`config.mk`:
```
export PLATFORM = sky130hd
export DESIGN_NAME = stop_and_wait_arq
export DESIGN_NICKNAME = d
export VERILOG_FILES = /design/src/design/sarq_pkg.sv /design/src/design/sarq_ctrl.sv /design/src/design/sarq_dp.sv /design/src/design/stop_and_wait_arq.sv
export SDC_FILE = /design/constraint.sdc
export NUM_CORES = 1
export LEC_CHECK = 0
export BUFFER_PORTS_ARGS = -buffer_cell sky130_fd_sc_hd__buf_4
export CAP_MARGIN = 20
export CORE_ASPECT_RATIO = 2
export CORE_MARGIN = 1
export CORE_UTILIZATION = 47
export DETAILED_ROUTE_END_ITERATION = 7
export GPL_ROUTABILITY_DRIVEN = 0
export GPL_TIMING_DRIVEN = 1
export PLACE_DENSITY = 0.6
export RECOVER_POWER = 100
export SLEW_MARGIN = 30
export SYNTH_ARGS = -nofsm -noshare
export SYNTH_HDL_FRONTEND = slang
export SYNTH_SLANG_ARGS = --single-unit
```
`constraint.sdc`:
```
create_clock -name clk -period 12.8 [get_ports clk]
set_input_delay 1.28 -clock clk [delete_from_list [all_inputs] [get_ports clk]]
set_output_delay 1.28 -clock clk [all_outputs]
set_load 0.01 [all_outputs]
```
`src/design/sarq_pkg.sv`:
```
// Shared types, codes and constants of the stop-and-wait ARQ block.
`default_nettype none

package sarq_pkg;

    // Default payload buffer depth
    localparam int MAX_PAYLOAD_DEF = 32;

    // Input item kinds
    localparam logic [1:0] KIND_SEND = 2'd0;
    localparam logic [1:0] KIND_RX   = 2'd1;
    localparam logic [1:0] KIND_TICK = 2'd2;

    // Result kinds
    localparam logic [1:0] OUT_FRAME   = 2'd0;
    localparam logic [1:0] OUT_DELIVER = 2'd1;
    localparam logic [1:0] OUT_GAVE_UP = 2'd2;
    localparam logic [1:0] OUT_ACKED   = 2'd3;

    // Configuration register indexes
    localparam logic [2:0] REG_MAX_RETRIES   = 3'd0;
    localparam logic [2:0] REG_TIMEOUT_TICKS = 3'd1;
    localparam logic [2:0] REG_ACK0_CODE     = 3'd2;
    localparam logic [2:0] REG_ACK1_CODE     = 3'd3;
    localparam logic [2:0] REG_MSG_COMMAND   = 3'd4;

    // Configuration reset values
    localparam logic [3:0]  MAX_RETRIES_RST   = 4'd3;
    localparam logic [15:0] TIMEOUT_TICKS_RST = 16'd1000;
    localparam logic [7:0]  ACK0_CODE_RST     = 8'h80;
    localparam logic [7:0]  ACK1_CODE_RST     = 8'h88;
    localparam logic [7:0]  MSG_COMMAND_RST   = 8'h00;

    // Data frame control bytes
    localparam logic [7:0] DATA0_CODE = 8'h00;
    localparam logic [7:0] DATA1_CODE = 8'h08;

    // Receive phase codes
    localparam logic [1:0] RX_CTRL    = 2'd0;
    localparam logic [1:0] RX_DELIVER = 2'd1;
    localparam logic [1:0] RX_DISCARD = 2'd2;

    // Controller states
    typedef enum logic [1:0] {
        ST_IDLE,
        ST_CTRL,
        ST_DATA
    } sarq_state_t;

    // Commands from controller to datapath
    typedef struct packed {
        logic accept;
        logic emit_ctrl;
        logic emit_data;
    } sarq_cmd_t;

    // Status from datapath to controller
    typedef struct packed {
        logic item_valid;
        logic out_free;
        logic frame_req;
        logic len_zero;
        logic last_data;
    } sarq_sts_t;

endpackage

`default_nettype wire

```
`src/design/sarq_ctrl.sv`:
```
// Controller of the stop-and-wait ARQ block: input admission and frame sequencing.
`default_nettype none

module sarq_ctrl
(
    input  wire logic               clk,
    input  wire logic               rst_n,
    input  wire sarq_pkg::sarq_sts_t sts,
    output sarq_pkg::sarq_cmd_t     cmd
);

    sarq_pkg::sarq_state_t state_reg;
    sarq_pkg::sarq_state_t state_next;

    // Hold state
    always_ff @(posedge clk or negedge rst_n)
    begin
        if (!rst_n)
        begin
            state_reg <= sarq_pkg::ST_IDLE;
        end
        else
        begin
            state_reg <= state_next;
        end
    end

    // Advance through idle, control byte and payload bytes
    always_comb
    begin
        state_next = state_reg;
        cmd        = '0;
        unique case (state_reg)
            sarq_pkg::ST_IDLE:
            begin
                cmd.accept = sts.out_free;
                if (sts.item_valid && sts.out_free && sts.frame_req)
                begin
                    state_next = sarq_pkg::ST_CTRL;
                end
            end
            sarq_pkg::ST_CTRL:
            begin
                if (sts.out_free)
                begin
                    cmd.emit_ctrl = 1'b1;
                    state_next    = sts.len_zero ? sarq_pkg::ST_IDLE : sarq_pkg::ST_DATA;
                end
            end
            sarq_pkg::ST_DATA:
            begin
                if (sts.out_free)
                begin
                    cmd.emit_data = 1'b1;
                    if (sts.last_data)
                    begin
                        state_next = sarq_pkg::ST_IDLE;
                    end
                end
            end
            default:
            begin
                state_next = sarq_pkg::ST_IDLE;
            end
        endcase
    end

endmodule

`default_nettype wire

```
`src/design/sarq_dp.sv`:
```
// Datapath of the stop-and-wait ARQ block: registers, protocol state, payload store, output.
`default_nettype none

module sarq_dp
#(
    parameter int MAX_PAYLOAD = sarq_pkg::MAX_PAYLOAD_DEF
)
(
    input  wire logic                clk,
    input  wire logic                rst_n,
    input  wire logic                cfg_we,
    input  wire logic [2:0]          cfg_index,
    input  wire logic [15:0]         cfg_data,
    input  wire logic                s_tvalid,
    output logic                     s_tready,
    input  wire logic [15:0]         s_tdata,
    input  wire logic                s_tlast,
    input  wire logic [1:0]          s_tuser,
    output logic                     m_tvalid,
    input  wire logic                m_tready,
    output logic [15:0]              m_tdata,
    output logic                     m_tlast,
    output logic [1:0]               m_tuser,
    input  wire sarq_pkg::sarq_cmd_t cmd,
    output sarq_pkg::sarq_sts_t      sts
);

    localparam int LW = $clog2(MAX_PAYLOAD + 1);
    localparam int AW = (MAX_PAYLOAD > 1) ? $clog2(MAX_PAYLOAD) : 1;
    localparam logic [LW-1:0] LEN_MAX = LW'(MAX_PAYLOAD);

    // Configuration registers
    logic [3:0]  max_retries_reg;
    logic [15:0] timeout_ticks_reg;
    logic [7:0]  ack0_code_reg;
    logic [7:0]  ack1_code_reg;
    logic [7:0]  msg_command_reg;

    // Protocol state
    logic          waiting_reg, waiting_next;
    logic          tx_seq_reg, tx_seq_next;
    logic          rx_seq_reg, rx_seq_next;
    logic [3:0]    retry_count_reg, retry_count_next;
    logic          timer_armed_reg, timer_armed_next;
    logic [15:0]   timer_count_reg, timer_count_next;
    logic [LW-1:0] tx_length_reg, tx_length_next;
    logic [7:0]    tx_command_reg, tx_command_next;
    logic [1:0]    rx_phase_reg, rx_phase_next;
    logic [LW-1:0] idx_reg, idx_next;

    // Payload store
    logic [7:0]    mem [MAX_PAYLOAD];
    logic [7:0]    rd_data_reg;
    logic [AW-1:0] rd_addr;
    logic          mem_we;

    // Output register
    logic          out_valid_reg, out_valid_next;
    logic [1:0]    out_kind_reg, out_kind_next;
    logic [7:0]    out_byte_reg, out_byte_next;
    logic [7:0]    out_cmd_reg, out_cmd_next;
    logic          out_last_reg, out_last_next;

    // Item fields and helpers
    logic [7:0]    in_byte;
    logic [7:0]    in_cmd;
    logic          acc;
    logic          out_free;
    logic          frame_req;
    logic [15:0]   cnt_inc;
    logic [LW-1:0] idx_inc;
    logic [7:0]    good_ack;
    logic [7:0]    bad_ack;
    logic [7:0]    new_data;
    logic [7:0]    old_data;

    assign in_byte  = s_tdata[7:0];
    assign in_cmd   = s_tdata[15:8];
    assign out_free = !out_valid_reg || m_tready;
    assign acc      = s_tvalid && cmd.accept;
    assign s_tready = cmd.accept;
    assign cnt_inc  = (timer_count_reg != 16'hFFFF) ? timer_count_reg + 16'd1 : timer_count_reg;
    assign idx_inc  = idx_reg + LW'(1);
    assign good_ack = tx_seq_reg ? ack1_code_reg : ack0_code_reg;
    assign bad_ack  = tx_seq_reg ? ack0_code_reg : ack1_code_reg;
    assign new_data = rx_seq_reg ? sarq_pkg::DATA1_CODE : sarq_pkg::DATA0_CODE;
    assign old_data = rx_seq_reg ? sarq_pkg::DATA0_CODE : sarq_pkg::DATA1_CODE;

    // Status toward the controller
    assign sts.item_valid = s_tvalid;
    assign sts.out_free   = out_free;
    assign sts.frame_req  = frame_req;
    assign sts.len_zero   = (tx_length_reg == '0);
    assign sts.last_data  = (idx_inc == tx_length_reg);

    assign m_tvalid = out_valid_reg;
    assign m_tdata  = {out_cmd_reg, out_byte_reg};
    assign m_tlast  = out_last_reg;
    assign m_tuser  = out_kind_reg;

    // Write configuration registers
    always_ff @(posedge clk or negedge rst_n)
    begin
        if (!rst_n)
        begin
            max_retries_reg   <= sarq_pkg::MAX_RETRIES_RST;
            timeout_ticks_reg <= sarq_pkg::TIMEOUT_TICKS_RST;
            ack0_code_reg     <= sarq_pkg::ACK0_CODE_RST;
            ack1_code_reg     <= sarq_pkg::ACK1_CODE_RST;
            msg_command_reg   <= sarq_pkg::MSG_COMMAND_RST;
        end
        else if (cfg_we)
        begin
            unique case (cfg_index)
                sarq_pkg::REG_MAX_RETRIES:   max_retries_reg   <= cfg_data[3:0];
                sarq_pkg::REG_TIMEOUT_TICKS: timeout_ticks_reg <= cfg_data;
                sarq_pkg::REG_ACK0_CODE:     ack0_code_reg     <= cfg_data[7:0];
                sarq_pkg::REG_ACK1_CODE:     ack1_code_reg     <= cfg_data[7:0];
                sarq_pkg::REG_MSG_COMMAND:   msg_command_reg   <= cfg_data[7:0];
                default:
                begin
                end
            endcase
        end
    end

    // Process one accepted item and the frame emission steps
    always_comb
    begin
        waiting_next     = waiting_reg;
        tx_seq_next      = tx_seq_reg;
        rx_seq_next      = rx_seq_reg;
        retry_count_next = retry_count_reg;
        timer_armed_next = timer_armed_reg;
        timer_count_next = timer_count_reg;
        tx_length_next   = tx_length_reg;
        tx_command_next  = tx_command_reg;
        rx_phase_next    = rx_phase_reg;
        idx_next         = idx_reg;
        mem_we           = 1'b0;
        frame_req        = 1'b0;
        out_valid_next   = out_valid_reg && !m_tready;
        out_kind_next    = out_kind_reg;
        out_byte_next    = out_byte_reg;
        out_cmd_next     = out_cmd_reg;
        out_last_next    = out_last_reg;
        rd_addr          = idx_reg[AW-1:0];

        if (acc)
        begin
            case (s_tuser)
                sarq_pkg::KIND_SEND:
                begin
                    if (!waiting_reg)
                    begin
                        if (tx_length_reg < LEN_MAX)
                        begin
                            mem_we         = 1'b1;
                            tx_length_next = tx_length_reg + LW'(1);
                        end
                        if (s_tlast)
                        begin
                            tx_command_next = in_cmd;
                            waiting_next    = 1'b1;
                            frame_req       = 1'b1;
                            if (in_cmd == msg_command_reg)
                            begin
                                timer_armed_next = 1'b1;
                                timer_count_next = '0;
                            end
                        end
                    end
                end
                sarq_pkg::KIND_RX:
                begin
                    if (rx_phase_reg == sarq_pkg::RX_DELIVER)
                    begin
                        out_valid_next = 1'b1;
                        out_kind_next  = sarq_pkg::OUT_DELIVER;
                        out_byte_next  = in_byte;
                        out_cmd_next   = in_cmd;
                        out_last_next  = s_tlast;
                        if (s_tlast)
                        begin
                            rx_phase_next = sarq_pkg::RX_CTRL;
                        end
                    end
                    else if (rx_phase_reg != sarq_pkg::RX_CTRL)
                    begin
                        if (s_tlast)
                        begin
                            rx_phase_next = sarq_pkg::RX_CTRL;
                        end
                    end
                    else
                    begin
                        // Control byte: matching ack, wrong ack, new data, old data
                        if (!s_tlast)
                        begin
                            rx_phase_next = sarq_pkg::RX_DISCARD;
                        end
                        if (waiting_reg && in_byte == good_ack)
                        begin
                            tx_seq_next      = !tx_seq_reg;
                            waiting_next     = 1'b0;
                            retry_count_next = '0;
                            timer_armed_next = 1'b0;
                            timer_count_next = '0;
                            tx_length_next   = '0;
                            out_valid_next   = 1'b1;
                            out_kind_next    = sarq_pkg::OUT_ACKED;
                            out_byte_next    = '0;
                            out_cmd_next     = '0;
                            out_last_next    = 1'b1;
                        end
                        else if (waiting_reg && in_byte == bad_ack)
                        begin
                            if (retry_count_reg < max_retries_reg)
                            begin
                                frame_req        = 1'b1;
                                retry_count_next = retry_count_reg + 4'd1;
                                timer_armed_next = 1'b1;
                                timer_count_next = '0;
                            end
                            else
                            begin
                                timer_armed_next = 1'b0;
                                timer_count_next = '0;
                                waiting_next     = 1'b0;
                                retry_count_next = '0;
                                tx_length_next   = '0;
                                out_valid_next   = 1'b1;
                                out_kind_next    = sarq_pkg::OUT_GAVE_UP;
                                out_byte_next    = '0;
                                out_cmd_next     = '0;
                                out_last_next    = 1'b1;
                            end
                        end
                        else if (in_byte == new_data)
                        begin
                            out_valid_next = 1'b1;
                            out_kind_next  = sarq_pkg::OUT_FRAME;
                            out_byte_next  = rx_seq_reg ? ack1_code_reg : ack0_code_reg;
                            out_cmd_next   = in_cmd;
                            out_last_next  = 1'b1;
                            rx_seq_next    = !rx_seq_reg;
                            if (!s_tlast)
                            begin
                                rx_phase_next = sarq_pkg::RX_DELIVER;
                            end
                        end
                        else if (in_byte == old_data)
                        begin
                            out_valid_next = 1'b1;
                            out_kind_next  = sarq_pkg::OUT_FRAME;
                            out_byte_next  = rx_seq_reg ? ack0_code_reg : ack1_code_reg;
                            out_cmd_next   = in_cmd;
                            out_last_next  = 1'b1;
                        end
                    end
                end
                sarq_pkg::KIND_TICK:
                begin
                    if (timer_armed_reg)
                    begin
                        timer_count_next = cnt_inc;
                        if (cnt_inc >= timeout_ticks_reg)
                        begin
                            timer_armed_next = 1'b0;
                            timer_count_next = '0;
                            if (waiting_reg)
                            begin
                                if (retry_count_reg < max_retries_reg)
                                begin
                                    frame_req        = 1'b1;
                                    retry_count_next = retry_count_reg + 4'd1;
                                    timer_armed_next = 1'b1;
                                end
                                else
                                begin
                                    waiting_next     = 1'b0;
                                    retry_count_next = '0;
                                    tx_length_next   = '0;
                                    out_valid_next   = 1'b1;
                                    out_kind_next    = sarq_pkg::OUT_GAVE_UP;
                                    out_byte_next    = '0;
                                    out_cmd_next     = '0;
                                    out_last_next    = 1'b1;
                                end
                            end
                        end
                    end
                end
                default:
                begin
                end
            endcase
        end

        // Send the control byte of the frame
        if (cmd.emit_ctrl)
        begin
            out_valid_next = 1'b1;
            out_kind_next  = sarq_pkg::OUT_FRAME;
            out_byte_next  = tx_seq_reg ? sarq_pkg::DATA1_CODE : sarq_pkg::DATA0_CODE;
            out_cmd_next   = tx_command_reg;
            out_last_next  = (tx_length_reg == '0);
        end

        // Send one payload byte and fetch the next
        if (cmd.emit_data)
        begin
            out_valid_next = 1'b1;
            out_kind_next  = sarq_pkg::OUT_FRAME;
            out_byte_next  = rd_data_reg;
            out_cmd_next   = tx_command_reg;
            out_last_next  = (idx_inc == tx_length_reg);
            rd_addr        = idx_inc[AW-1:0];
            idx_next       = (idx_inc == tx_length_reg) ? '0 : idx_inc;
        end
    end

    // Hold control state
    always_ff @(posedge clk or negedge rst_n)
    begin
        if (!rst_n)
        begin
            waiting_reg     <= 1'b0;
            tx_seq_reg      <= 1'b0;
            rx_seq_reg      <= 1'b0;
            retry_count_reg <= '0;
            timer_armed_reg <= 1'b0;
            timer_count_reg <= '0;
            tx_length_reg   <= '0;
            rx_phase_reg    <= sarq_pkg::RX_CTRL;
            idx_reg         <= '0;
            out_valid_reg   <= 1'b0;
        end
        else
        begin
            waiting_reg     <= waiting_next;
            tx_seq_reg      <= tx_seq_next;
            rx_seq_reg      <= rx_seq_next;
            retry_count_reg <= retry_count_next;
            timer_armed_reg <= timer_armed_next;
            timer_count_reg <= timer_count_next;
            tx_length_reg   <= tx_length_next;
            rx_phase_reg    <= rx_phase_next;
            idx_reg         <= idx_next;
            out_valid_reg   <= out_valid_next;
        end
    end

    // Hold payload registers
    always_ff @(posedge clk)
    begin
        tx_command_reg <= tx_command_next;
        out_kind_reg   <= out_kind_next;
        out_byte_reg   <= out_byte_next;
        out_cmd_reg    <= out_cmd_next;
        out_last_reg   <= out_last_next;
    end

    // Payload store: one write port, one registered read port
    always_ff @(posedge clk)
    begin
        if (mem_we)
        begin
            mem[tx_length_reg[AW-1:0]] <= in_byte;
        end
        rd_data_reg <= mem[rd_addr];
    end

endmodule

`default_nettype wire

```
`src/design/stop_and_wait_arq.sv`:
```
// Top level of the alternating-bit stop-and-wait ARQ block.
//
// Input stream (s_*): one item per transfer. s_tuser is the kind (send payload
// byte, received frame byte, timer tick), s_tdata carries the byte and the
// command, s_tlast marks the last byte of a send request or a received frame.
// Output stream (m_*): frame bytes down, payload bytes up, give-up and acked
// notices; m_tlast ends each frame, ack, delivery or notice.
// Configuration: cfg_we writes register cfg_index with cfg_data;
// write it only while the block is idle.
// Timing: a direct result appears on m_* in the cycle after the item that causes it;
// the control byte of a frame follows once the controller leaves idle and the output is free.
// Throughput: one item per cycle while the output is not stalled and its result
// (if any) is a single transfer. An item that starts a frame blocks the next item
// until the frame has left: the payload store has one read port, the frame leaves
// one byte per cycle while the output is not stalled, and s_tready stays low meanwhile.
// Output stall: a held result blocks the next transfer; s_tready is low while
// the output register is full and m_tready is low.
// Reset: all protocol state returns to idle, sequence bits clear, registers take
// their reset values; the payload store keeps its contents and needs no clearing.
`default_nettype none

module stop_and_wait_arq
#(
    parameter int MAX_PAYLOAD = sarq_pkg::MAX_PAYLOAD_DEF
)
(
    input  wire logic        clk,
    input  wire logic        rst_n,
    input  wire logic        cfg_we,
    input  wire logic [2:0]  cfg_index,
    input  wire logic [15:0] cfg_data,
    input  wire logic        s_tvalid,
    output logic             s_tready,
    input  wire logic [15:0] s_tdata,    // [7:0] data_byte, [15:8] command
    input  wire logic        s_tlast,
    input  wire logic [1:0]  s_tuser,    // [1:0] kind
    output logic             m_tvalid,
    input  wire logic        m_tready,
    output logic [15:0]      m_tdata,    // [7:0] out_byte, [15:8] out_command
    output logic             m_tlast,
    output logic [1:0]       m_tuser     // [1:0] out_kind
);

    sarq_pkg::sarq_cmd_t cmd;
    sarq_pkg::sarq_sts_t sts;

    sarq_ctrl u_ctrl
    (
        .clk   (clk),
        .rst_n (rst_n),
        .sts   (sts),
        .cmd   (cmd)
    );

    sarq_dp
    #(
        .MAX_PAYLOAD (MAX_PAYLOAD)
    )
    u_dp
    (
        .clk       (clk),
        .rst_n     (rst_n),
        .cfg_we    (cfg_we),
        .cfg_index (cfg_index),
        .cfg_data  (cfg_data),
        .s_tvalid  (s_tvalid),
        .s_tready  (s_tready),
        .s_tdata   (s_tdata),
        .s_tlast   (s_tlast),
        .s_tuser   (s_tuser),
        .m_tvalid  (m_tvalid),
        .m_tready  (m_tready),
        .m_tdata   (m_tdata),
        .m_tlast   (m_tlast),
        .m_tuser   (m_tuser),
        .cmd       (cmd),
        .sts       (sts)
    );

endmodule

`default_nettype wire

```
# Word level (Yosys, flattened, before mapping)
# Memory sizes are Yosys's and may differ from the RTL's. A register that Yosys moved wholly into a read port is not among the register bits.
# Cells that the tools add are included.
# totals
n_memories	1
ff_bits	112
elab_cells	272
mem_bits_rw	256
inputBits	43
# memory_table
name	words	width	read_ports	rd_ports_with_merged_regs	write_ports	line	source
u_dp.mem	32	8	1	1	1	sarq_dp.sv:52	logic [7:0] mem [MAX_PAYLOAD];
# classes
addsub	4
reduce_logical	38
bitwise_logic	5
n_lt_le_gt_ge	3
muxes	162
eq_ne	38
# ops
operator	count
two-way mux 8 bit	30
two-way mux 16 bit	10
two-way mux 6 bit	11
two-way mux 1 bit	64
case mux 16 bit (3 select lines)	1
two-way mux 2 bit	23
two-way mux 4 bit	11
== test 8 bit	5
case mux 8 bit (2 select lines)	2
AND reduction 8 bit	3
AND reduction 7 bit	3
case mux 6 bit (3 select lines)	1
adder 16 x 1 -> 16 bit (second input constant)	1
>= comparator 16 bit	1
!= test 16 bit (second input constant)	1
!= test 2 x 1 -> 1 bit (second input constant)	8
adder 6 x 1 -> 6 bit (second input constant)	2
!= test 4 x 3 -> 1 bit (second input constant)	3
AND reduction 2 bit	6
!= test 2 bit (second input constant)	5
AND reduction 10 bit	1
case mux 1 bit (3 select lines)	3
AND reduction 9 bit	1
!= test 8 x 3 -> 1 bit (second input constant)	1
other kinds (31)	53

# Depth between registers and ports, before layout
# depth
ltp_word	12
ltp_mapped	18
mapped_depth_nobuf	17

# Cells and area by module
# Synthesis repeated with hierarchy kept, for this count alone.
# unflattened
hier_cells	1133
area_unflattened_um2	16812.4
# modules_own_cells
module	cells_per_inst	instances	seq_area_each_um2	area_per_inst_um2
sarq_dp	1121	1	10729.0	16697.3
sarq_ctrl	12	1	50.0	115.1

# Worst setup path after synthesis
# OpenSTA, ideal clock, no wires.
# synth_timing
kind	reg2reg
from	register u_dp.timer_count_reg[0]
to	register u_dp.out_last_reg (netlist: u_dp.m_tlast), enable pin
period_less_slack_ns	4.182
arrival_time_ns	3.808
setup_slack_ns	8.618
n_path_buf	1
path_stages_with_launch	17
cell_sequence	dfrtp_1 -> ha_1 -> nand3_1 -> nor4_1 -> nand3_1 -> nand2b_1 -> clkbuf_1 -> nor2_1 -> and3_1 -> xor2_1 -> ha_1 -> nand4_1 -> a211oi_1 -> a211o_2 -> and2_1 -> nand2_1 -> nand2_1
# synth_between
elab_chain_cells	5
elab_cells_between_ends	6
# synth_rtl
item	line	source
start: declaration	sarq_dp.sv:45	logic [15:0] timer_count_reg, timer_count_next;
start signal: assignment	sarq_dp.sv:346	timer_count_reg <= timer_count_next;
adder 16 x 1 -> 16 bit / != test 16 bit (equally long branches)	sarq_dp.sv:82	assign cnt_inc = (timer_count_reg != 16'hFFFF) ? timer_count_reg + 16'd1 : timer_count_reg;
two-way mux 16 bit *	sarq_dp.sv:82	
>= comparator 16 bit *	sarq_dp.sv:267	if (cnt_inc >= timeout_ticks_reg)
!= test 4 x 3 -> 1 bit (no source line) *	--	
AND reduction 7 bit (no source line) *	--	
end signal: assignment	sarq_dp.sv:361	out_last_reg <= out_last_next;
end: declaration	sarq_dp.sv:62	logic out_last_reg, out_last_next;
# Mark *: on every way between the ends. The rest lies on a longest branch, timed or not.
# A chain may end at the register's enable or synchronous reset.

# Worst setup path after layout
# layout_timing
from	input m_tready
to	register u_dp.rd_data_reg[2] (read register of u_dp.mem)
# layout_between
elab_chain_cells	4
# layout_rtl
item	line	source
start: declaration	stop_and_wait_arq.sv:38	input wire logic m_tready,
logical OR 1 bit	sarq_dp.sv:79	assign out_free = !out_valid_reg || m_tready;
two-way mux 1 bit	sarq_ctrl.sv:52	if (sts.out_free)
two-way mux 1 bit	sarq_ctrl.sv:33	unique case (state_reg)
two-way mux 5 bit	sarq_dp.sv:311	if (cmd.emit_data)
end: declaration	sarq_dp.sv:53	logic [7:0] rd_data_reg;
# No other way between the ends.

==> flow_metrics.py <==
metrics = {
    "outcome": {
        "status": "finished, violations left",
        "failed_checks": "capacitance limit, slew limit",
    },
    "detailed_routing": {
        "drc_errors": 0,
        "drt_iter0_drc": 738,
        "viasPerCell": 5.83,
        "antenna_left": 0,
        "wl_per_cell_um": 22.9,
        "postRouteWirelength_um": 45400,
        "vias": 11549,
        "firstDrtPassIters": 6,
    },
    "power_and_ir_drop": {
        "p_switching_uw": 1150,
        "power.internal_uw": 2390,
        "pwr-share-clk": 0.311,
        "irDropWorstVdd_mv": 0.162,
        "powerDensity_nw_per_um2": 188,
        "swShare": 0.326,
        "leakagePower_uw": 0.00685,
        "pwr-share-comb": 0.262,
        "pwr-share-seq": 0.427,
    },
    "sta": {
        "tns_ps": 0,
        "skew_ps": 15.4,
        "worst_slew_pin_slew_ps": 4230,
        "hold_viol_final": 0,
        "fmax_mhz": 125,
        "fin_crit_sh": 0.623,
        "rsz0062_at_grt": "false",
        "max_slew_margin": -1.82,
        "maxSlewViolCount": 557,
        "timing.final.crit_period_ps": 7970,
        "fin_hold_ws_ps": 511,
        "worst_slack_ps": 4830,
        "setup_viol": 0,
    },
    "die": {
        "die_area_sq_um": 37000,
        "core_sq_um": 35700,
        "pin_count": 64,
        "start_util": 0.476,
        "die_h_um": 271,
        "num_rows": 98,
        "die_width_um": 136,
    },
    "cells_and_area": {
        "fill_cells": 3085,
        "drive_gt1_frac": 0.0961,
        "finalNonFillerCells": 1981,
        "area_growth_pct": 11.2,
        "fin_nets": 1579,
        "largest_reg_flops": 256,
    },
    "place": {
        "post-place-ws_ps": 7860,
        "dp.cells": 1920,
        "io_buffer_count": 63,
        "dpl.hpwl_um": 31100,
    },
    "grt": {
        "grt_max_degree": 97,
        "antenna_found_initial": 0,
        "grt_pass1_vias": 11861,
        "grt_pass1_wl_um": 69200,
        "grt_use_total": 0.253,
        "grt_overflow": 0,
    },
    "synth": {
        "synth_top_area_frac": 0.496,
        "postSynth.asyncResetShare": 0.226,
        "synthTopCellsByArea": "edfxtp_1, dfrtp_1, nand2_1",
        "syn_nets": 1539,
        "avgSynthCellArea_sq_um": 11.6,
        "synth-seq-cells": 376,
        "postSynthCellCount": 1466,
        "synth_edf_count": 281,
        "yosysWarnings": 0,
        "ys_seq_area_frac": 0.634,
        "synth_area_sq_um": 17000,
        "yosysTopAreaCell": "edfxtp_1",
        "synth_most_common_cell": "nand2_1",
        "synth_cell_type_count": 75,
        "ys_top_cells_by_count": "nand2_1, edfxtp_1, a21oi_1, o21ai_0, dfrtp_1",
        "synth_ff_type": "edfxtp_1",
    },
    "critical_path": {
        "cp_max_fo": 84,
        "endpoint_kind": "flip-flop",
        "required_ps": 13170,
        "critical_path_class": "in -> reg",
        "arrival_ps": 8350,
        "cp-start-kind": "input port",
    },
    "min_path": {
        "worst_hold_path_type": "reg -> reg",
    },
    "clocking": {
        "cts.path.max_buffers": 3,
        "clkTransAtPathRegs_ps": 60,
        "cts_setup_buffers": 0,
        "cts_resized": 0,
        "cts.root.buffer_cell": "clkbuf_16",
        "h-tree-depth": 2,
        "cts_buffers": 34,
        "clock_latency_ps": 530,
        "postCtsHoldBufs": 0,
        "cts.sinks": 376,
        "cts_tree": "yes",
    },
    "flow_run": {
        "maxCapViolations": 13,
    },
}
## layout make-up
| cell class | count | area [sq um] | share of cell area |
|---|---|---|---|
| clock buffer | 49 | 1040 | 0.0549 |
| timing repair buffer | 74 | 402 | 0.0213 |
| multi-input combinational | 983 | 5810 | 0.308 |
| clock inverter | 11 | 160 | 0.00848 |
| sequential | 376 | 10800 | 0.570 |
| tap | 450 | 563 | 0.0298 |
| inverter | 37 | 139 | 0.00735 |
| antenna | 1 | 2.50 | 0.000132 |
## stage by stage
stage	util	area [sq um]	total power [uW]
5_1_grt	0.529	18900	3700
4_1_cts	0.535	19100	3550
2_1_floorplan	-	17000	2130
3_5_place_dp	0.502	17900	2450
6_report	0.530	18900	3540
3_3_place_gp	0.500	17900	2440
## cell usage in the layout (no fill, tap or decap), types with 37 or more instances in the layout
cell       netlist  routed
o21ai_0         93      97
nor2_1          68      69
dfrtp_1         74      74
clkbuf_16        0      38
edfxtp_1       281     281
a21oi_1        133     132
clkbuf_1        46      47
nor4_1          46      42
mux2i_1         56      56
inv_1           37      37
nand2_1        284     284
## critical path: stages
cell	delay (ps)
clkbuf_4	110
nand2b_1	250
nand3_1	550
nand2_1	250
o21ai_4	90
clkbuf_1	1690
clkbuf_1	3050
mux2i_1	390
o21ai_0	140
nor4_1	340
nor4_1	80
## routing by layer
metal,vias up,share of wire,global-route usage
li1,5407,-,-
met1,5747,0.35,0.261
met2,291,0.56,0.484
met4,0,0.053,0.132
met3,104,0.034,0.0304
met5,-,0,0
## power groups by stage
stage                     Sequential [uW]  Clock (uW)  Combinational [uW]
after floorplan                      1490           0                 643
after global placement               1530           0                 901
after detailed placement             1540           0                 919
after CTS                            1510        1120                 921
after global routing                 1520        1160                1030
final                                1510        1100                 929
## cell families after synthesis
logic type,share of synthesized area
buf+inv,0.0253
xor+xnor,0.0242
fa+ha+maj,0.0221
flops,0.634
compound gates,0.106
mux,0.0524
simple gates,0.136
## worst paths after layout
kind | startpoint | endpoint | slack (ps) | cells after the start
max in group asynchronous | rst_n | u_dp.timeout_ticks_reg[10] | 7630 | 2
min in group asynchronous | rst_n | u_dp.msg_command_reg[1] | 830 | 1
worst min register to register | u_dp.timeout_ticks_reg[8] | u_dp.timeout_ticks_reg[8] | 510 | 2
worst max register to register | u_dp.m_tvalid | u_dp.rd_data_reg[2] | 5380 | 9
worst max-delay path | m_tready | u_dp.rd_data_reg[2] | 4830 | 11
worst min-delay path | u_dp.timeout_ticks_reg[8] | u_dp.timeout_ticks_reg[8] | 510 | 2
(Power assumes the default switching activity.)
